==> config.mk <==
export PLATFORM = sky130hd
export DESIGN_NAME = encoder_frame_parser_delta_core
export DESIGN_NICKNAME = d
export VERILOG_FILES = /design/src/efpd_pkg.sv /design/src/efpd_parser.sv /design/src/encoder_frame_parser_delta_core.sv
export SDC_FILE = /design/constraint.sdc
export NUM_CORES = 1
export LEC_CHECK = 0
export ABC_AREA = 1
export ABC_CLOCK_PERIOD_IN_PS = 3200
export CAP_MARGIN = 20
export CELL_PAD_IN_SITES_DETAIL_PLACEMENT = 1
export CELL_PAD_IN_SITES_GLOBAL_PLACEMENT = 1
export CORE_MARGIN = 5
export CORE_UTILIZATION = 40
export DETAILED_ROUTE_END_ITERATION = 6
export DONT_BUFFER_PORTS = 1
export PLACE_DENSITY_LB_ADDON = 0.1
export REMOVE_ABC_BUFFERS = 1
export SKIP_CTS_REPAIR_TIMING = 1
export SYNTH_ARGS = -nofsm -noshare
export SYNTH_HDL_FRONTEND = slang
export SYNTH_SLANG_ARGS = --single-unit
==> constraint.sdc <==
create_clock -name clk_i -period 3.2 [get_ports clk_i]
set_input_delay 0.16 -clock clk_i [delete_from_list [all_inputs] [get_ports clk_i]]
set_output_delay 0.16 -clock clk_i [all_outputs]
set_load 0.01 [all_outputs]
==> src/efpd_pkg.sv <==
`timescale 1ns / 1ps

package efpd_pkg;

  localparam int unsigned NUM_ENCODERS = 3;
  localparam int unsigned REPORTED     = 3;

  localparam int unsigned PARSE_W = $clog2(2 * NUM_ENCODERS + 2);

  localparam logic [7:0] SYNC_FIRST  = 8'h0A;
  localparam logic [7:0] SYNC_SECOND = 8'h0D;

  localparam logic OP_BYTE = 1'b0;
  localparam logic OP_TICK = 1'b1;

  typedef logic [NUM_ENCODERS-1:0][15:0] count_arr_t;

  typedef struct packed {
    logic       opcode;
    logic [7:0] rx_byte;
  } in_item_t;

  typedef struct packed {
    logic               frame_ready;
    logic               deltas_valid;
    logic signed [15:0] delta_first;
    logic signed [15:0] delta_second;
    logic signed [15:0] delta_third;
  } out_item_t;

endpackage

==> src/efpd_parser.sv <==
`timescale 1ns / 1ps

module efpd_parser import efpd_pkg::*; (
  input  logic       clk_i,
  input  logic       rst_ni,
  input  logic       byte_valid_i,
  input  logic [7:0] byte_i,
  output logic       frame_done_o,
  output count_arr_t count_d_o
);

  localparam logic [PARSE_W-1:0] ST_SYNC_A = PARSE_W'(0);
  localparam logic [PARSE_W-1:0] ST_SYNC_B = PARSE_W'(1);
  localparam logic [PARSE_W-1:0] ST_LAST   = PARSE_W'(2 * NUM_ENCODERS + 1);

  logic [PARSE_W-1:0] state_q, state_d, state_eff;
  logic [NUM_ENCODERS-1:0][7:0] low_q, low_d;
  count_arr_t count_q, count_d;

  always_comb begin
    state_eff    = (state_q > ST_LAST) ? ST_SYNC_A : state_q;
    state_d      = state_q;
    low_d        = low_q;
    count_d      = count_q;
    frame_done_o = 1'b0;
    if (byte_valid_i) begin
      if (state_eff == ST_SYNC_A) begin
        state_d = (byte_i == SYNC_FIRST) ? ST_SYNC_B : ST_SYNC_A;
      end else if (state_eff == ST_SYNC_B) begin
        // a bad second sync byte is dropped, not retried as a first sync
        state_d = (byte_i == SYNC_SECOND) ? PARSE_W'(2) : ST_SYNC_A;
      end else begin
        for (int unsigned i = 0; i < NUM_ENCODERS; i++) begin
          if (state_eff == PARSE_W'(2 + 2 * i)) begin
            low_d[i] = byte_i;
          end
          if (state_eff == PARSE_W'(3 + 2 * i)) begin
            count_d[i] = {byte_i, low_q[i]};
          end
        end
        if (state_eff == ST_LAST) begin
          state_d      = ST_SYNC_A;
          frame_done_o = 1'b1;
        end else begin
          state_d = state_eff + PARSE_W'(1);
        end
      end
    end
  end

  assign count_d_o = count_d;

  always_ff @(posedge clk_i or negedge rst_ni) begin
    if (!rst_ni) begin
      state_q <= ST_SYNC_A;
      low_q   <= '0;
      count_q <= '0;
    end else begin
      state_q <= state_d;
      low_q   <= low_d;
      count_q <= count_d;
    end
  end

endmodule

==> src/encoder_frame_parser_delta_core.sv <==
`timescale 1ns / 1ps

// Encoder frame parser with per-tick deltas. Each input transfer is either a
// received serial byte (opcode 0) or an update tick (opcode 1), and each gives
// exactly one result. Frames are 0x0A 0x0D followed by a little-endian 16-bit
// count per encoder; frame_ready flags the byte that ends every second frame,
// and the first such pair also sets the baseline. A tick reports the wrapped
// signed change of each count since the last tick or baseline, and reports
// zeros with deltas_valid low until the baseline exists. One item is taken
// per cycle: all parsing and delta work is done in the accept cycle and the
// result sits in a single output register, and in_ready_o drops only while
// that register holds a result not yet taken.
module encoder_frame_parser_delta_core import efpd_pkg::*; (
  input  logic      clk_i,
  input  logic      rst_ni,
  input  logic      in_valid_i,
  output logic      in_ready_o,
  input  in_item_t  in_item_i,
  output logic      out_valid_o,
  input  logic      out_ready_i,
  output out_item_t out_item_o
);

  logic       accept, byte_valid, tick, frame_done, ready_pulse, deltas_ok;
  count_arr_t count_d;
  count_arr_t base_q, base_d;
  count_arr_t delta;
  logic [REPORTED-1:0][15:0] report;
  logic       pair_q, pair_d;
  logic       pending_q, pending_d;
  logic       out_valid_q;
  out_item_t  out_q;

  assign in_ready_o = !out_valid_q || out_ready_i;
  assign accept     = in_valid_i && in_ready_o;
  assign byte_valid = accept && (in_item_i.opcode == OP_BYTE);
  assign tick       = accept && (in_item_i.opcode == OP_TICK);

  efpd_parser u_parser (
    .clk_i       (clk_i),
    .rst_ni      (rst_ni),
    .byte_valid_i(byte_valid),
    .byte_i      (in_item_i.rx_byte),
    .frame_done_o(frame_done),
    .count_d_o   (count_d)
  );

  assign ready_pulse = frame_done && pair_q;
  assign deltas_ok   = tick && !pending_q;

  always_comb begin
    pair_d    = frame_done ? !pair_q : pair_q;
    pending_d = pending_q;
    base_d    = base_q;
    report    = '0;
    for (int unsigned i = 0; i < NUM_ENCODERS; i++) begin
      delta[i] = count_d[i] - base_q[i];
    end
    if (ready_pulse && pending_q) begin
      pending_d = 1'b0;
      base_d    = count_d;
    end
    if (deltas_ok) begin
      base_d = count_d;
      for (int unsigned i = 0; i < NUM_ENCODERS; i++) begin
        if (i < REPORTED) begin
          report[i] = delta[i];
        end
      end
    end
  end

  always_ff @(posedge clk_i or negedge rst_ni) begin
    if (!rst_ni) begin
      pair_q      <= 1'b0;
      pending_q   <= 1'b1;
      base_q      <= '0;
      out_valid_q <= 1'b0;
    end else begin
      pair_q    <= pair_d;
      pending_q <= pending_d;
      base_q    <= base_d;
      if (accept) begin
        out_valid_q <= 1'b1;
      end else if (out_ready_i) begin
        out_valid_q <= 1'b0;
      end
    end
  end

  // hold the result until the output transfer completes
  always_ff @(posedge clk_i) begin
    if (accept) begin
      out_q.frame_ready  <= ready_pulse;
      out_q.deltas_valid <= deltas_ok;
      out_q.delta_first  <= report[0];
      out_q.delta_second <= report[1];
      out_q.delta_third  <= report[2];
    end
  end

  assign out_valid_o = out_valid_q;
  assign out_item_o  = out_q;

  a_ready_tick_exclusive: assert property (@(posedge clk_i) disable iff (!rst_ni)
    out_valid_o |-> !(out_item_o.frame_ready && out_item_o.deltas_valid))
    else $error("frame_ready and deltas_valid both set");

  a_baseline_latched: assert property (@(posedge clk_i) disable iff (!rst_ni)
    ready_pulse |=> !pending_q)
    else $error("baseline still pending after a frame pair");

  a_zero_without_deltas: assert property (@(posedge clk_i) disable iff (!rst_ni)
    (out_valid_o && !out_item_o.deltas_valid) |->
      (out_item_o.delta_first == 16'sd0 && out_item_o.delta_second == 16'sd0 &&
       out_item_o.delta_third == 16'sd0))
    else $error("nonzero delta without deltas_valid");

  a_stall_only_when_full: assert property (@(posedge clk_i) disable iff (!rst_ni)
    !in_ready_o |-> (out_valid_o && !out_ready_i))
    else $error("input stalled with room in the output register");

endmodule

Word level (Yosys, flattened, before mapping)
Cells that the tools add are included.
{ "word_totals": {"out_inout_bits": 52, "n_memories": 0, "romBits": 0, "reg_bits": 176, "latchBits": 0, "ram_bits": 0, "inputBits": 13} }
{ "op_classes": {"n_lt_le_gt_ge": 1, "n_shift": 0, "mul": 0, "muxes": 20, "div": 0, "n_eq_ne": 9, "add_sub_neg": 4, "n_bitwise": 3, "n_reduce_logical": 16} }
{ "op_table": {"columns": ["op", "n"], "rows": [
  ["$mux 48", 5],
  ["$mux 16", 3],
  ["$sub 16x16->16", 3],
  ["$eq 8x4->1 const B", 2],
  ["$eq 3x3->1 const B", 4],
  ["$mux 3", 4],
  ["$reduce_and 4->1", 3],
  ["$mux 1", 7],
  ["$eq 3x2->1 const B", 2],
  ["$logic_and 1x1->1", 6],
  ["$reduce_bool 2->1", 2],
  ["$add 3x1->3 const B", 1],
  ["$eq 3x1->1 const B", 1],
  ["$gt 3x3->1 const B", 1],
  ["$logic_not 1->1", 3],
  ["$logic_not 3->1", 1],
  ["$not 1->1", 3],
  ["$mux 2", 1],
  ["$logic_or 1x1->1", 1]
]} }

Logic depth before layout (Yosys ltp)
Gate-level depths: netlist of the first run.
{ "depth": {"depth_word": 11, "mapped_depth": 23, "ltp_nobuf": 22} }

By module
From an unflattened synthesis of the first run, not the netlist that was laid out.
{ "hier_totals": {"hier_cells": 1200, "hier_area_um2": 9455.3} }
{ "modules_own_cells": {"columns": ["mod", "instances", "cells_each", "seq_area_each_um2", "area_per_inst_um2"], "rows": [
  ["encoder_frame_parser_delta_core", 1, 884, 2778.9, 6487.5],
  ["efpd_parser", 1, 316, 1876.8, 2967.8]
]} }

Least setup slack after synthesis of the first run
No wires, ideal clock.
{ "synth_timing": {"kind": "register -> register", "start": "reg u_parser.state_q[0]", "end": "reg out_q (netlist bit out_item_o[14]) (data pin)", "slack_ns": -0.112, "path_stages_with_launch": 22, "arrival_time_ns": 3.057, "setup_time_ns": 0.255, "synth_period_minus_slack_ns": 3.312, "cell_sequence": "dfrtp_1 > ha_1 > o21bai_4 > inv_1 > ha_1 > inv_1 > nor2_2 > nand2_4 > buf_4 > nand2_1 > o21ai_0 > inv_1 > ha_1 > fa_1 > inv_1 > nand3_1 > nand2_1 > nand3_1 > nand2_1 > nand3b_1 > a21oi_1 > nor2_1"} }
{ "synth_via": {"elab_chain_len": 8, "word_cells_on_any_way": 10, "cone_classes": "add/sub (1); order compare (1); eq/ne (2); mux (5); reduce/logical (1)"} }
{ "synth_rtl": {"columns": ["item", "line", "text"], "rows": [
  ["start, declared", "efpd_parser.sv:16", "logic [PARSE_W-1:0] state_q, state_d, state_eff;"],
  ["start signal, assigned", "efpd_parser.sv:59", "state_q <= state_d;"],
  ["$gt 3x3->1", "efpd_parser.sv:21", "state_eff = (state_q > ST_LAST) ? ST_SYNC_A : state_q;"],
  ["$mux 3 (*)", "efpd_parser.sv:21", null],
  ["$eq 3x3->1", "efpd_parser.sv:37", "if (state_eff == PARSE_W'(3 + 2 * i)) begin"],
  ["$mux 16", "efpd_parser.sv:37", null],
  ["$mux 48", "efpd_parser.sv:29", "end else if (state_eff == ST_SYNC_B) begin"],
  ["$mux 48 (*)", "efpd_parser.sv:27", "if (state_eff == ST_SYNC_A) begin"],
  ["$mux 48 (*)", "efpd_parser.sv:26", "if (byte_valid_i) begin"],
  ["$sub 16x16->16 (*)", "encoder_frame_parser_delta_core.sv:57", "delta[i] = count_d[i] - base_q[i];"],
  ["end, declared", "encoder_frame_parser_delta_core.sv:32", "out_item_t out_q;"]
]} }
Mark *: on every way between the ends. The rest lies on a longest branch, timed or not.
A chain may end at the register's enable or synchronous reset.

Worst setup path after layout of the first run
{ "layout_timing": {"start": "reg u_parser.state_q[0]", "end": "reg out_q (netlist bit out_item_o[10]) (data pin)"} }
The elaborated chain is that of the path after synthesis.

==> results of run 1 <==
-- final timing paths --
path | from | endpoint | slack [ns] | depth (start not counted)
max reg2reg | u_parser.state_q[0]$_DFFE_PN0P_ | out_item_o[10]$_SDFFCE_PN0P_ | 0.13 | 17
max in group asynchronous | rst_ni | u_parser.state_q[1]$_DFFE_PN0P_ | 2.30 | 2
max | u_parser.state_q[0]$_DFFE_PN0P_ | out_item_o[10]$_SDFFCE_PN0P_ | 0.13 | 17
min in group asynchronous | rst_ni | base_q[13]$_DFFE_PN0P_ | 0.34 | 2
min reg2reg | pending_q$_DFFE_PN1P_ | pending_q$_DFFE_PN1P_ | 0.49 | 2
min | in_item_i[7] | u_parser.count_q[15]$_DFF_PN0_ | -0.04 | 2
-- Yosys cell counts, types with 5 or more instances --
library cell | number | area [um2]
clkbuf_1 | 10 | 37.5
buf_6 | 5 | 56.3
nor2_1 | 75 | 282
o21ai_1 | 21 | 105
inv_1 | 115 | 432
nand3_1 | 72 | 360
nand2_1 | 249 | 935
o21ai_0 | 119 | 596
ha_1 | 50 | 626
a21o_1 | 12 | 90.1
dfrtp_1 | 125 | 3130
a21oi_1 | 73 | 365
buf_2 | 10 | 50.1
edfxtp_1 | 50 | 1500
o21a_1 | 7 | 52.6
-- cells by family after synthesis --
logic type	share of synthesized area [%]
DFF	51.6
and+or+nand+nor	19.8
buffers and inverters	6.59
AOI/OAI and AO/OA	14.3
adders and majority gates	7.60
xor gates and xnor gates	0.0971
-- final cells by class --
cell class	count	area [um2]
Multi-Input combinational cell	716	3940
Fill cell	2613	11800
Tap cell	285	357
Sequential cell	176	4660
Clock buffer	23	468
Inverter	116	435
Timing Repair Buffer	78	687
Clock inverter	9	83.8
-- worst reg2reg max path: stages, from the launching register on --
cell and delay (ns):
dfrtp_2 0.45, ha_4 0.18, o21bai_4 0.15, buf_6 0.16, o21ai_4 0.08, buf_4 0.15
nand2_4 0.10, buf_12 0.18, nand2_1 0.07, o21ai_1 0.14, ha_1 0.33, a21oi_2 0.20
buf_4 0.14, o21ai_0 0.07, nand2_1 0.08, nand3_1 0.09, o21ai_0 0.19, a21oi_1 0.07
-- metrics by stage --
stage	TNS (ns)	setup slack, ns	hold slack [ns]	cell area [um2]
after global routing	-0.163	-0.0492	0.0183	10600
after global placement	-0.122	-0.0485	-0.127	9730
after floorplan	-27.97	-0.573	-0.136	8860
final	0	0.128	-0.0436	10600
after CTS	-0.865	-0.170	-0.592	10300
after detailed placement	-0.725	-0.149	-0.128	9730
-- routing by layer --
| layer | vias up | share of wire (%) | track usage [%] |
|---|---|---|---|
| met5 | - | 0 | 0 |
| met4 | 0 | 0.92 | 4.69 |
| met3 | 11 | 2.5 | 2.66 |
| met2 | 76 | 47 | 30.3 |
| met1 | 3503 | 49 | 25.8 |
| li1 | 3584 | - | - |
-- power by group through the flow --
stage               registers [W]  logic [W]  clock network, W
finish                    0.00332    0.00573           0.00200
global route              0.00337    0.00658           0.00217
CTS                       0.00331    0.00548           0.00207
detailed placement        0.00335    0.00543                 0
global placement          0.00333    0.00533                 0
floorplan                 0.00327    0.00381                 0
-- state kept, by name, indices dropped and copies added (netlist names) --
register	cells
out_item_o	50
base_q	48
u_parser.count_q	48
u_parser.low_q	24
u_parser.state_q	3
out_valid_o	1
pair_q	1
pending_q	1
==> impl_metrics.ini, run 1 <==
[floorplanning]
die_h_um = 160
top_level_ports = 65
die_area_mm2 = 0.0257
fp.coreArea_mm2 = 0.0224
start_util_pct = 40.2
num_rows = 55
die_x_um = 160

[run]
max_capacitance_violation_count = 0

[finish]
final_common_cell = nand2_1
layout.cells.most_common_list = 241 x nand2_1, 123 x dfrtp_1, 109 x inv_1, 101 x o21ai_0, 74 x nor2_1
finalNetCount = 1171
fin_cells = 1403
area_delta_synth_final_pct = 17.8
finalCoreUtilization_pct = 47.4
post_route_cells_drive_above_1_share_pct = 13.4
antenna_cells_inserted = 0

[synth]
synth-edff-count = 50
number_of_synthesized_register_bits = 176
synth-seq-area-share_pct = 51.6
synth_async_sr_flop_share_pct = 71.6
syn_area_mm2 = 0.00902
yosys_warnings = 0
ys_types = 38
synth_cells = 1035
synthesis.area_per_instance_um2 = 8.72
ys_dominant_reg_cell = dfrtp_1

[run_status]
failed_checks = negative hold slack
outcome = complete, but fails checks

[power_and_ir_drop]
powerDensity_mw_per_mm2 = 1040
pwr-share-seq_pct = 30.0
combinationalPowerShare_pct = 51.8
power_w = 0.0110
vdd_ir_drop_max_mv = 0.444
power_leakage_nw = 5.14
net_load_switching_power_w = 0.00471
clock_power_share_pct = 18.1
power.internal_w = 0.00634
sw_frac_of_total_pct = 42.6

[grt]
global_router_s_overall_resource_usage_pct = 18.4
grt_start_max_net_pins = 127
grt_overflow = 0
grt_pass1_wl_um = 38000
first_global_vias = 7164
antenna_found_initial = 0

[setup_path]
cpMaxStageDelayCell = dfrtp_2
startpoint_type = flop
worst_ep_arrival_time_ns = 3.26
path_delay_family = compound AO/OA/AOI/OAI gates
critical_path.n_buffers_inverters = 4
worstPathCellList = ha_4 > o21bai_4 > buf_6 > o21ai_4 > buf_4 > nand2_4 > buf_12 > nand2_1 > o21ai_1 > ha_1 > a21oi_2 > buf_4 > o21ai_0 > nand2_1 > nand3_1 > o21ai_0 > a21oi_1
cp_data_required_time_ns = 3.39
worst_path_largest_cell_delay_ns = 0.45
path_max_fanout = 26
timing.critical_path.to_type = flop
crit_path_class = flop to flop

[clocking]
numCtsBuffers = 17
clkLatencyLatePin_ns = 0.43
root_buffer = clkbuf_16
clkSinkCount = 176
clk_transition_reported_paths_ns = 0.07
clock_tree.htree_level_count = 4
clk_path_buf_depth = 2
clock_tree_from_tritoncts = done

[sta]
worst-slew-pin-transition_ns = 0.658
report.final.hold_viol_count = 1
period_minus_slack_ns = 3.07
worst_case_clock_skew_ns = 0.0125
ratio_of_final_minimum_period_to_clock_period_pct = 96.0
clock.fmax_mhz = 325
slew_headroom_pct = 56.1
setup-violations-final = 0
number_of_pins_exceeding_their_max_slew_limit_in_the_final_report = 0
worst_hold_slack_ns = -0.0436

[routing]
avgRoutedWirePerCell_um = 16.9
antenna_left = 0
drc = 0
vias = 7174
routed_wl_um = 23700
drt_first_pass_iters = 4
via_to_cell_ratio = 5.11
detailedRoute.firstIterationViolations = 354

[min_path]
timing.hold.worst.class = primary input to flop

[placement]
gpl.final_weighted_congestion = 0.832
post-place-cells = 1353
place.detailed.hpwl_um = 16900
placement.io_buffers = 0
No activity file was read; power rests on OpenSTA's default activity.
==> run 2, diff against run 1 <==
CORE_MARGIN = 10   (was 5)
RECOVER_POWER = 25   (was not set)
==> run 2 against run 1 <==
The run ends with negative hold slack, max-capacitance violations, max-slew violations left. Sequential power is essentially flat. Critical path depth unchanged. Die area is 13% higher. Global-route usage decreased by 1.0 points. First-iteration DRC count increased by 25%. Sequential share of layout area is 0.088 points lower. Maximum frequency rose by 0.45%. Register-to-register slack hardly changed. Clock-buffer cell count shrank 3. Combinational power up 2%. Hold slack gained 0.034 ns. Critical endpoint is now out_item_o[15]$_SDFFCE_PN0P_.
==> impl_metrics.ini, run 2 (same netlist as run 1, synthesis figures left out) <==
[clocking]
clk_path_buf_depth = 2
root_buffer = clkbuf_16
clkSinkCount = 176
clk_transition_reported_paths_ns = 0.07
clkLatencyLatePin_ns = 0.43
clock_tree.htree_level_count = 4
numCtsBuffers = 17
clock_tree_from_tritoncts = done

[setup_path]
crit_path_launch = u_parser.state_q[1]$_DFFE_PN0P_
path_max_fanout = 24
regToRegSetupSlack_ns = 0.14
startpoint_type = flop
worst_ep_arrival_time_ns = 3.24
worst_r2r_startpoint = u_parser.state_q[1]$_DFFE_PN0P_
timing.critical_path.to_type = flop
crit_path_class = flop to flop
cp_data_required_time_ns = 3.39

[finish]
combined_area_of_the_multi_input_logic_cells_mm2 = 0.00398
final_common_cell = nand2_1
finalCoreUtilization_pct = 48.3
area_delta_synth_final_pct = 18.0
layout.cells.most_common_list = 243 x nand2_1, 123 x dfrtp_1, 112 x inv_1, 100 x o21ai_0, 72 x nor2_1
post_route_cells_drive_above_1_share_pct = 14.0
finalNetCount = 1166
seq_area_mm2 = 0.00466
final_cell_area_mm2 = 0.0106
fillers = 2610
largest_register_ffs = 50

[floorplanning]
top_level_ports = 65
fp.coreArea_mm2 = 0.0220
die_h_um = 170
die_area_mm2 = 0.0290
die_x_um = 170
num_rows = 54
start_util_pct = 41.0

[grt]
global_router_s_overall_resource_usage_pct = 17.4
grt_pass1_wl_um = 40300
grt_start_max_net_pins = 127
grt_overflow = 0
first_global_vias = 7597
antenna_found_initial = 0

[routing]
via_to_cell_ratio = 5.19
detailedRoute.firstIterationViolations = 441
vias = 7228
drt_first_pass_iters = 4
antenna_left = 0
routed_wl_um = 24800
drc = 0
avgRoutedWirePerCell_um = 17.8

[sta]
unrepaired_setup_endpoints_after_global_routing = true
ratio_of_final_minimum_period_to_clock_period_pct = 95.6
setup-violations-final = 0
report.final.hold_viol_count = 1
slew_headroom_pct = -19.9
finalSetupTns_ns = 0
worst-slew-pin-transition_ns = 1.80
period_minus_slack_ns = 3.06
number_of_pins_exceeding_their_max_slew_limit_in_the_final_report = 127
worst_case_clock_skew_ns = 0.0113
worst_hold_slack_ns = -0.0100
clock.fmax_mhz = 327

[power_and_ir_drop]
powerDensity_mw_per_mm2 = 1060
vdd_ir_drop_max_mv = 0.397
power_leakage_nw = 5.14
power_w = 0.0113

[placement]
gpl.final_weighted_congestion = 0.842
placement.io_buffers = 0
place.detailed.hpwl_um = 17800
placement.cell_area_mm2 = 0.00969

[min_path]
timing.hold.worst.class = primary input to flop
holdCritStartpoint = out_ready_i

[run_status]
outcome = complete, but fails checks
failed_checks = negative hold slack, max-capacitance violations, max-slew violations

[run]
max_capacitance_violation_count = 1
==> run 2: worst max-delay path, stage by stage, from the launching register on <==
cell	delay, ns
dfrtp_2	0.45
ha_4	0.18
o21bai_4	0.15
inv_2	0.06
ha_1	0.19
inv_1	0.06
nor2_2	0.05
nand2_4	0.11
buf_12	0.17
nand2_1	0.06
o21ai_1	0.15
ha_1	0.32
a21oi_1	0.25
o21ai_0	0.12
a21oi_1	0.15
nand2_1	0.12
a21oi_1	0.14
nor2_1	0.06
==> run 2: metrics by stage <==
stage                     setup slack [ns]  cells
after floorplan                     -0.573   1008
after global placement             -0.0325   1344
after detailed placement            -0.144   1344
after CTS                           -0.160   1376
after global routing               -0.0610   1393
final                                0.141   1394
==> run 2: per-layer routing <==
layer  share of wire (%)  vias up  global-route usage (%)
li1                    -     3574                       -
met3                 3.4       16                    2.92
met4                0.95        0                    4.88
met1                  47     3553                    22.6
met2                  49       85                    29.2
met5                   0        -                       0
==> run 2: area by class of cell <==
class / count / area share (%)
tap: 280 / 3.29
multi-input combinational: 716 / 37.4
antenna: 1 / 0.0235
timing repair buffer: 73 / 5.92
inverter: 116 / 4.09
clock inverter: 12 / 1.15
clock buffer: 20 / 4.38
sequential: 176 / 43.7
==> run 2: where the power goes <==
group,total (W),internal [W],switching (W)
logic,0.00586,0.00225,0.00361
clock network,0.00211,0.00116,0.000957
registers,0.00332,0.00301,0.000310
total,0.0113,0.00642,0.00487
==> run 2: path summary, 6_finish.rpt <==
kind | to | cells after the start
setup / recovery | out_item_o[15]$_SDFFCE_PN0P_ | 17
setup reg to reg | out_item_o[15]$_SDFFCE_PN0P_ | 17
max in group asynchronous | u_parser.state_q[0]$_DFFE_PN0P_ | 2
min in group asynchronous | base_q[11]$_DFFE_PN0P_ | 2
hold reg to reg | u_parser.low_q[11]$_DFFE_PN0P_ | 2
hold / removal | out_valid_o$_DFFE_PN0P_ | 3
